===== config.mk =====
export PLATFORM = sky130hd
export DESIGN_NAME = btrp_ctrl
export DESIGN_NICKNAME = d
export VERILOG_FILES = /design/src/btrp_pkg.sv /design/src/btrp_ctrl.sv
export SDC_FILE = /design/constraint.sdc
export NUM_CORES = 1
export LEC_CHECK = 0
export BUFFER_PORTS_ARGS = -buffer_cell sky130_fd_sc_hd__buf_2
export CORE_AREA = 2 2 44 66
export DETAILED_ROUTE_END_ITERATION = 12
export DIE_AREA = 0 0 46 68
export PLACE_DENSITY = 0.44
export SLEW_MARGIN = 25
export SYNTH_ARGS = -nofsm -noshare
export SYNTH_HDL_FRONTEND = slang
export SYNTH_SLANG_ARGS = --single-unit

===== constraint.sdc =====
create_clock -name i_clk -period 2.15 [get_ports i_clk]
set_input_delay 0.3225 -clock i_clk [delete_from_list [all_inputs] [get_ports i_clk]]
set_output_delay 0.3225 -clock i_clk [all_outputs]
set_load 0.02 [all_outputs]

===== src/btrp_pkg.sv =====
// Shared types and constants of the box table ray pick unit.
package btrp_pkg;

    localparam int SLOT_COUNT = 64;
    localparam int SLOT_W = (SLOT_COUNT > 1) ? $clog2(SLOT_COUNT) : 1;
    localparam int DIV_STEPS = 49;
    localparam int CNT_W = $clog2(DIV_STEPS + 1);
    localparam logic [30:0] BOX_RESET = 31'd196608;
    localparam logic signed [31:0] T_MAX = 32'sh7FFF_FFFF;
    localparam logic signed [31:0] T_MIN = 32'sh8000_0000;
    localparam logic CMD_CREATE = 1'b0;
    localparam logic CMD_PICK = 1'b1;
    localparam logic [2:0] ADDR_BOX_SIZE = 3'd0;

    typedef enum logic [1:0] {
        ST_OK    = 2'd0,
        ST_FULL  = 2'd1,
        ST_NOHIT = 2'd2
    } t_status;

    typedef enum logic [2:0] {
        S_IDLE,
        S_CSCAN,
        S_PREAD,
        S_AXIS,
        S_DIV,
        S_ISECT,
        S_RES
    } t_state;

    typedef struct packed {
        logic    load_in;
        logic    slot_clr;
        logic    slot_inc;
        logic    mem_wr;
        logic    mem_rd;
        logic    t_init;
        logic    axis_inc;
        logic    div_start;
        logic    div_sel;
        logic    div_step;
        logic    store_a;
        logic    store_b;
        logic    t_update;
        logic    res_load;
        t_status res_code;
    } t_ctrl_cmd;

    typedef struct packed {
        logic is_pick;
        logic slot_free;
        logic slot_last;
        logic dir_zero;
        logic in_slab;
        logic div_done;
        logic bnd;
        logic axis_last;
        logic miss;
        logic out_full;
    } t_dp_stat;

endpackage


===== src/btrp_ctrl.sv =====
// Controller state machine that sequences create scans and pick slab tests.
module btrp_ctrl import btrp_pkg::*; (
    input  logic      i_clk,
    input  logic      i_rst_n,
    input  logic      i_in_valid,
    output logic      o_in_ready,
    input  t_dp_stat  i_stat,
    output t_ctrl_cmd o_cmd
);

    t_state  r_state, n_state;
    t_status r_code, n_code;

    always_ff @(posedge i_clk) begin
        if (!i_rst_n) begin
            r_state <= S_IDLE;
            r_code <= ST_OK;
        end else begin
            r_state <= n_state;
            r_code <= n_code;
        end
    end

    always_comb begin
        n_state = r_state;
        n_code = r_code;
        o_cmd = '0;
        o_cmd.res_code = r_code;
        o_in_ready = 1'b0;
        unique case (r_state)
            S_IDLE: begin
                o_in_ready = 1'b1;
                if (i_in_valid) begin
                    o_cmd.load_in = 1'b1;
                    o_cmd.slot_clr = 1'b1;
                    n_state = S_CSCAN;
                end
            end
            S_CSCAN: begin
                if (i_stat.is_pick) begin
                    n_state = S_PREAD;
                end else if (i_stat.slot_free) begin
                    o_cmd.mem_wr = 1'b1;
                    n_code = ST_OK;
                    n_state = S_RES;
                end else if (i_stat.slot_last) begin
                    n_code = ST_FULL;
                    n_state = S_RES;
                end else begin
                    o_cmd.slot_inc = 1'b1;
                end
            end
            S_PREAD: begin
                if (!i_stat.slot_free) begin
                    o_cmd.mem_rd = 1'b1;
                    o_cmd.t_init = 1'b1;
                    n_state = S_AXIS;
                end else if (i_stat.slot_last) begin
                    n_code = ST_NOHIT;
                    n_state = S_RES;
                end else begin
                    o_cmd.slot_inc = 1'b1;
                end
            end
            S_AXIS: begin
                if (!i_stat.dir_zero) begin
                    o_cmd.div_start = 1'b1;
                    n_state = S_DIV;
                end else if (!i_stat.in_slab) begin
                    if (i_stat.slot_last) begin
                        n_code = ST_NOHIT;
                        n_state = S_RES;
                    end else begin
                        o_cmd.slot_inc = 1'b1;
                        n_state = S_PREAD;
                    end
                end else if (i_stat.axis_last) begin
                    n_code = ST_OK;
                    n_state = S_RES;
                end else begin
                    // A zero direction inside the slab leaves the interval unchanged.
                    o_cmd.axis_inc = 1'b1;
                end
            end
            S_DIV: begin
                if (!i_stat.div_done) begin
                    o_cmd.div_step = 1'b1;
                end else if (!i_stat.bnd) begin
                    o_cmd.store_a = 1'b1;
                    o_cmd.div_start = 1'b1;
                    o_cmd.div_sel = 1'b1;
                end else begin
                    o_cmd.store_b = 1'b1;
                    n_state = S_ISECT;
                end
            end
            S_ISECT: begin
                if (i_stat.miss) begin
                    if (i_stat.slot_last) begin
                        n_code = ST_NOHIT;
                        n_state = S_RES;
                    end else begin
                        o_cmd.slot_inc = 1'b1;
                        n_state = S_PREAD;
                    end
                end else begin
                    o_cmd.t_update = 1'b1;
                    if (i_stat.axis_last) begin
                        n_code = ST_OK;
                        n_state = S_RES;
                    end else begin
                        o_cmd.axis_inc = 1'b1;
                        n_state = S_AXIS;
                    end
                end
            end
            S_RES: begin
                if (!i_stat.out_full) begin
                    o_cmd.res_load = 1'b1;
                    n_state = S_IDLE;
                end
            end
            default: begin
                n_state = S_IDLE;
            end
        endcase
    end

endmodule


# Word-level counts from Yosys, hierarchy flattened
# Index checks and enable logic that the tools add are counted.
# word_totals
register_bits	5
in_bits	13
output_inout_bits	17
wordCells	79
# op_classes
eq_ne	15
muxes	58
n_reduce_logical	4
# op_table
op	n
3-bit two-way mux	14
2-bit two-way mux	17
1-bit two-way mux	21
3-bit case mux with 7 select lines	1
2-bit != test, second input constant	7
5-bit AND reduction	2
3-bit equality test, second input constant	3
2-bit case mux with 4 select lines	1
3-bit by 2-bit equality test with 1-bit output, second input constant	2
4-bit two-way mux	1
4-bit != test, second input constant	1
1-bit case mux with 2 select lines	2
1-bit case mux with 4 select lines	1
4-bit nonzero test	1
3-bit by 1-bit equality test with 1-bit output, second input constant	1
3-bit zero test	1
3-bit != test, second input constant	1

# Logic depth before layout (Yosys ltp)
# Gate-level depths: netlist of the first run.
# logic_depth
ltp_word	4
ltp_mapped	7
depth_no_buf	5

# Least setup slack after synthesis of the first run
# OpenSTA, ideal clock, no wires.
# synth_timing
path_kind	register to output
start	reg r_state[2]
end	out o_cmd[8] (netlist bit)
arrival_ps	1734
required_time_ps	1827
slack_ps	94
stages_incl_launch_ff	6
path_buffers	2
path_cell_list	dfxtp_1 > buf_2 > buf_2 > nand2_1 > nor3b_1 > o21bai_1
# synth_rtl
element	line	source
start: declaration	btrp_ctrl.sv:11	t_state r_state, n_state;
start signal: assignment	btrp_ctrl.sv:19	r_state <= n_state;
end: declaration	btrp_ctrl.sv:8	output t_ctrl_cmd o_cmd

==> impl_metrics.json, run 1 <==
{
  "place_inst": 139,
  "arrival_ps": 1640,
  "netSwitchingPower_w": 0.000386,
  "outcome": "finished, final reports clean",
  "hold_buffers": 0,
  "die_x_um": 46,
  "synthesized_area_divided_by_synthesized_cell_count_um2": 6.59,
  "fin_util_pct": 30.9,
  "relSlewSlack_pct": 77.7,
  "finalSetupTns_ps": 0,
  "cellLeakagePower_nw": 0.348,
  "final-seq-area_um2": 103,
  "layout.nets": 132,
  "most-common-layout-cells": "29 x buf_2, 11 x nor2_1, 8 x a21oi_1",
  "io_pins": 30,
  "drt.antenna.violating_nets": 0,
  "critical-path-top-delay-family": "simple AND/OR/NAND/NOR gates",
  "multi_input_area_um2": 453,
  "route.vias.total": 774,
  "dp_hpwl_mm": 1.61,
  "setup_violations": 0,
  "n_fill_cell": 286,
  "layout_commonest_cell": "buf_2",
  "starting_density_of_the_core_pct": 23.7,
  "maximum_vdd_drop_mv": 0.305,
  "final.setup_skew_ps": 0.418,
  "setup.worst_path.start": "r_state[2]",
  "ys_ff_latch": 5,
  "track_usage_pct": 13.9,
  "pwr_density_cell_nw_per_um2": 1030,
  "crit_path_top_delay_cell": "or3_1",
  "clkLatencyLatePin_ps": 220,
  "grt_first_pass_wirelength_mm": 3.18,
  "port-buffer-count": 29,
  "die-height_um": 68,
  "crit-reg2reg-capture": "r_state[0]",
  "mappedNetlistNets": 106,
  "ctsLongestPathBuffers": 2,
  "drive_gt1_share_pct": 32.2,
  "crit-reg2reg-launch": "r_state[0]",
  "fin_hold_ws_ps": 443,
  "dieArea_um2": 3130,
  "post-route-period-util_pct": 91.3,
  "post-route-min-period_ps": 1960,
  "netlist_instances": 93,
  "synth.yosys.warnings": 0,
  "drc": 0,
  "drt_first_iter_violations": 16,
  "hold_viol_final": 0,
  "timing.critical_path.required_ps": 1830,
  "final_cell_count_without_fillers": 143,
  "clock_tree.htree_level_count": 1,
  "critPathKind": "reg -> out",
  "worstMarginPinSlew_ps": 330,
  "cts_sinks": 5,
  "p_seq_share_pct": 23.8,
  "timing.critical_path.cells": "buf_4, nand3b_1, or3_1, o31ai_1, buf_2",
  "placeableCoreArea_um2": 2590,
  "cts_resized": 0,
  "critical_path.max_fanout": 12,
  "via_count_of_the_first_global_routing_pass": 720,
  "post_drt_via_cell_ratio": 5.41,
  "max_slew_violation_count": 0,
  "rsz0062_at_grt": "no",
  "syn2layout_area_growth_pct": 30.4,
  "kind_of_capture_point_of_the_worst_setup_path": "output port",
  "post-cts-setup-buffer-count": 0,
  "timing.critical_path.slowest_cell_delay_ps": 410,
  "grt_start_max_net_pins": 20,
  "peak_clock_frequency_supported_by_timing_mhz": 509,
  "wl_per_cell_um": 14.2,
  "netSwitchingFraction_pct": 46.7,
  "drt_pre_antenna_iters": 4,
  "cts_root_buf": "clkbuf_8",
  "combined_buffer_and_inverter_count_along_the_critical_path": 2,
  "path_depth": 5,
  "power.share.combinational_pct": 55.3,
  "netlist-cell-type-count": 41,
  "clock_tree_from_tritoncts": "yes",
  "antenna_cells": 0,
  "critical_path.startpoint_type": "flip-flop",
  "numCtsBuffers": 3,
  "power.internal_w": 0.000440,
  "clkPwrFrac_pct": 21.0,
  "grt_overflow": 0,
  "cts.reportedPaths.clkPinSlew_ps": 40,
  "mappedNetlistArea_um2": 613,
  "antenna_found_initial": 0,
  "timing.reg2reg.worst_path_depth": 5,
  "globalplace.congestion": 0.770,
  "max-cap-violations": 0,
  "worst_hold_path_type": "in -> reg",
  "timing.reg2reg.setup_slack_ps": 470,
  "seq_area_frac_synth_pct": 16.3,
  "wirelength_mm": 2.03,
  "floorplan.rows": 23,
  "cp-endpoint": "o_cmd[9]"
}
==> power by group through the flow <==
stage / combinational [W] / clock, W / sequential, W
3_5_place_dp: 0.000459 / 0 / 0.000193
4_1_cts: 0.000461 / 0.000181 / 0.000191
6_report: 0.000457 / 0.000173 / 0.000196
3_3_place_gp: 0.000459 / 0 / 0.000190
2_1_floorplan: 0.000387 / 0 / 0.000144
5_1_grt: 0.000510 / 0.000190 / 0.000206
==> sequential cells by signal, indices dropped and copies added, names as in the netlist <==
name     cells
r_code       2
r_state      3
==> per-layer routing <==
layer | share of wire, % | vias up | wire (um) | GRT usage [%]
li1 | - | 400 | - | -
met1 | 44 | 350 | 890 | 16.4
met2 | 52 | 22 | 1060 | 22.9
met3 | 3.8 | 2 | 77 | 2.11
met4 | 0.44 | 0 | 9 | 8.21
met5 | 0 | - | 0 | 0
==> cell type report <==
cell class | count | area share (%)
Multi-Input combinational cell | 76 | 56.7
Timing Repair Buffer | 31 | 20.0
Sequential cell | 5 | 12.8
Clock buffer | 4 | 5.63
Tap cell | 25 | 3.91
Inverter | 2 | 0.939
==> Yosys cell counts (all sizes together) <==
cell     instances  area, um2
nor2            11       41.3
a21oi            8       40.0
nand2            7       26.3
o21ai            7       35.0
buf              6       37.5
dfxtp            5        100
nor3             5       25.0
clkbuf           4       15.0
nand2b           4       25.0
a31oi            2       12.5
and2             2       12.5
inv              2       7.50
nand3b           2       15.0
nor3b            2       15.0
nor4             2       12.5
or3              2       12.5
a211o            1       8.76
a211oi           1       7.51
a21boi           1       7.51
a21o             1       7.51
a22oi            1       7.51
a2bb2oi          1       8.76
a32o             1       10.0
a41oi            1       8.76
and3b            1       8.76
and4b            1       10.0
nand3            1       5.00
nand4            1       6.26
nor2b            1       6.26
nor4b            1       8.76
o211ai           1       7.51
o21bai           1       7.51
o22a             1       8.76
o22ai            1       6.26
o31ai            1       7.51
o32ai            1       8.76
o41a             1       11.3
or4              1       11.3
==> worst min path at each step <==
stage               slack [ps]         end      start  cells after the start
floorplan                  510  r_state[2]  i_stat[2]                      2
global placement           520   r_code[1]  r_code[1]                      2
detailed placement         520   r_code[0]  r_code[0]                      2
CTS                        440   r_code[1]    i_rst_n                      3
global route               440  r_state[1]    i_rst_n                      2
finish                     440  r_state[1]    i_rst_n                      2
==> metrics by stage <==
stage	total power (W)	cell area (um2)	setup slack, ps
floorplan	0.000531	613	93.8
global placement	0.000649	752	297
detailed placement	0.000651	752	248
CTS	0.000834	797	3.75
global route	0.000907	800	87.0
finish	0.000826	800	187
==> cells by family (layout without fill, tap and decap cells) <==
family	after synthesis	count (layout)	share of synthesized area [%]
AND/OR/NAND/NOR	44	44	39.4
AO/OA/AOI/OAI	32	32	34.5
buffers and inverters	12	37	9.79
flip-flops	5	5	16.3
Power figures use the tool's default switching activity.
==> run 2, diff against run 1 <==
--- a/config.mk
+++ b/config.mk
@@ -5,10 +5,11 @@
 export SDC_FILE = /design/constraint.sdc
 export NUM_CORES = 1
 export LEC_CHECK = 0
+export ABC_AREA = 1
 export BUFFER_PORTS_ARGS = -buffer_cell sky130_fd_sc_hd__buf_2
-export CORE_AREA = 2 2 44 66
+export CORE_AREA = 2 2 45 67
 export DETAILED_ROUTE_END_ITERATION = 12
-export DIE_AREA = 0 0 46 68
+export DIE_AREA = 0 0 47 69
 export PLACE_DENSITY = 0.44
 export SLEW_MARGIN = 25
 export SYNTH_ARGS = -nofsm -noshare
==> run 2 against run 1 <==
  * Die area increased by 3.7%
  * Sequential cell count is the same
  * Setup slack better by 41 ps
  * Routed wire length is 0.25% lower
==> impl_metrics.json, run 2 <==
{
  "seq_area_frac_synth_pct": 15.7,
  "setup.worst_path.start": "r_state[1]",
  "wirelength_mm": 2.03,
  "cp-endpoint": "o_cmd[13]",
  "placeableCoreArea_um2": 2650,
  "synth_ff_type": "dfxtp_1",
  "routed-wl-met3_um": 105,
  "antenna_cells": 0,
  "wl_per_cell_um": 10.9,
  "drt.antenna.violating_nets": 0,
  "relSlewSlack_pct": 76.5,
  "post_drt_via_cell_ratio": 4.49,
  "globalplace.congestion": 0.923,
  "die_x_um": 47,
  "most-common-layout-cells": "31 x nand2_1, 29 x buf_2, 19 x nor2_1",
  "mappedNetlistArea_um2": 639,
  "track_usage_pct": 13.8,
  "layout.nets": 163,
  "critical_path.max_fanout": 5,
  "synth_top_cells_by_area": "nand2_1 18%, dfxtp_1 16%, nor2_1 11%",
  "count_leader_synth": "nand2_1",
  "arrival_ps": 1600,
  "cts_sinks": 5,
  "maxUsedRoutingLayer": "met4",
  "grt_overflow": 0,
  "critical_path.startpoint_type": "flip-flop",
  "die-height_um": 69,
  "timing.reg2reg.worst_path_depth": 8,
  "post-cts-setup-buffer-count": 0,
  "number_of_flip_flops_in_the_largest_register": 3,
  "postLayoutCellArea_um2": 841,
  "ctsLongestPathBuffers": 2,
  "max-cap-violations": 0,
  "route.vias.total": 835,
  "numCtsBuffers": 3,
  "mappedNetlistNets": 133,
  "worstMarginPinSlew_ps": 348,
  "io_pins": 30,
  "drt_pre_antenna_iters": 4,
  "cts_root_buf": "clkbuf_8",
  "asyncSetResetFlopFracSynth_pct": 0,
  "dp_hpwl_mm": 1.74,
  "registers.top_by_ff_count": "r_state",
  "timing.reg2reg.setup_slack_ps": 760,
  "rsz0062_at_grt": "no",
  "starting_density_of_the_core_pct": 24.1,
  "antenna_found_initial": 0,
  "max_slew_violation_count": 0,
  "hold_viol_final": 0,
  "dr_wl_met2_mm": 1.05,
  "grt_first_pass_wirelength_mm": 3.37,
  "grt_start_max_net_pins": 12,
  "clkLatencyLatePin_ps": 210,
  "kind_of_capture_point_of_the_worst_setup_path": "output port",
  "synthesized_area_divided_by_synthesized_cell_count_um2": 5.33,
  "drt_first_iter_violations": 24,
  "worst_hold_path_type": "in -> reg",
  "netlist_instances": 120,
  "port-buffer-count": 29,
  "number_of_instances_on_the_worst_hold_path": 3,
  "post-route-period-util_pct": 89.4,
  "yosys.area.top_type_share_pct": 18.2,
  "netlist-cell-type-count": 20,
  "dieArea_um2": 3240,
  "crit-reg2reg-launch": "r_state[1]",
  "routedLengthMet1_um": 820,
  "via_count_of_the_first_global_routing_pass": 805,
  "n_fill_cell": 319,
  "timing.critical_path.required_ps": 1830,
  "clock_tree.htree_level_count": 1,
  "setup_violations": 0,
  "drc": 0,
  "drive_gt1_share_pct": 28.9,
  "placement.cell_area_um2": 795,
  "finalSetupTns_ps": 0,
  "cellLeakagePower_nw": 0.466,
  "outcome": "finished, final reports clean",
  "crit-reg2reg-capture": "r_state[2]",
  "ys_ff_latch": 5,
  "synth_edf_count": 0,
  "peak_clock_frequency_supported_by_timing_mhz": 520,
  "cell_types_with_the_highest_counts_after_synthesis": "31 x nand2_1, 19 x nor2_1, 18 x inv_1, 12 x o21ai_0, 7 x nand3_1",
  "synth.largest_area_cell": "nand2_1",
  "layout_commonest_cell": "nand2_1",
  "pwr_density_cell_nw_per_um2": 1110,
  "critPathKind": "reg -> out",
  "cts.reportedPaths.clkPinSlew_ps": 30,
  "synth.yosys.warnings": 0,
  "post-route-min-period_ps": 1920,
  "final.setup_skew_ps": 0.197,
  "syn2layout_area_growth_pct": 31.5,
  "floorplan.rows": 23,
  "maximum_vdd_drop_mv": 0.552,
  "clock_tree_from_tritoncts": "yes",
  "largest_registers": "r_state: 3 flops, r_code: 2 flops"
}
## run 2: cell types whose count changed after synthesis, moves of 3 or more
| cell | delta |
|---|---|
| clkbuf_1 | -4 |
| o21ai_0 | +6 |
| inv_1 | +17 |
| a21oi_1 | -3 |
| nand3_1 | +6 |
| nand2_1 | +24 |
| nand2b_1 | -4 |
| nor2_1 | +8 |
| buf_2 | -3 |
## run 2: worst max-delay path, cell delays in order (launching register included)
cell      delay (ps)
dfxtp_1          460
inv_2            110
nor2_4           120
nand2_1           80
o21ai_0          170
nand3_1          100
o311ai_0         110
buf_2            240
## run 2: how the worst min path moves through the flow
stage,startpoint,to,slack [ps]
floorplan,i_rst_n,r_code[0],510
global placement,r_code[0],r_code[0],450
detailed placement,r_code[0],r_code[0],450
CTS,i_rst_n,r_state[0],420
global route,i_rst_n,r_state[1],420
finish,i_rst_n,r_state[0],410
## run 2: cell type report
type	instances	area, um2	area share (%)
inverters	21	78.8	9.38
multi-input cells	90	424	50.4
repair buffers	29	145	17.3
flip-flops and latches	5	101	12.1
well taps	37	46.3	5.51
clock buffers	4	45.0	5.36
## run 2: where the power goes
group	switching [W]	internal (W)	total [W]
Clock	0.0000424	0.000127	0.000169
Combinational	0.000395	0.000189	0.000585
Sequential	0.0000588	0.000123	0.000182
## run 2: timing repair
item / 4_1_cts / 5_1_grt
resized for setup: 0 / 1
hold buffers: 0 / 0
setup endpoints to repair: 0 / 1
## run 2: kinds of logic (layout without fill, tap and decap cells)
kind of cell,after synthesis,count (layout),synth area share (%)
and+or+nand+nor,70,70,49.1
DFF,5,5,15.7
AOI/OAI and AO/OA,20,20,17.2
buffers and inverters,25,54,18.0
## run 2: routing by layer
layer,vias up,GRT usage [%]
li1,435,-
met1,368,15.8
met2,26,23.0
met3,6,3.14
met4,0,6.17
met5,-,0
## run 2: per-stage QoR
step           setup slack (ps)  utilization [%]  hold WS, ps  power [W]  instances
2_1_floorplan               446                -          506   0.000630        120
3_3_place_gp                433             30.0          454   0.000777        182
3_5_place_dp                410             30.0          454   0.000769        182
4_1_cts                     162             31.7          418   0.000947        186
5_1_grt                    7.09             31.8          424    0.00104        186
6_report                    228             31.8          413   0.000936        186
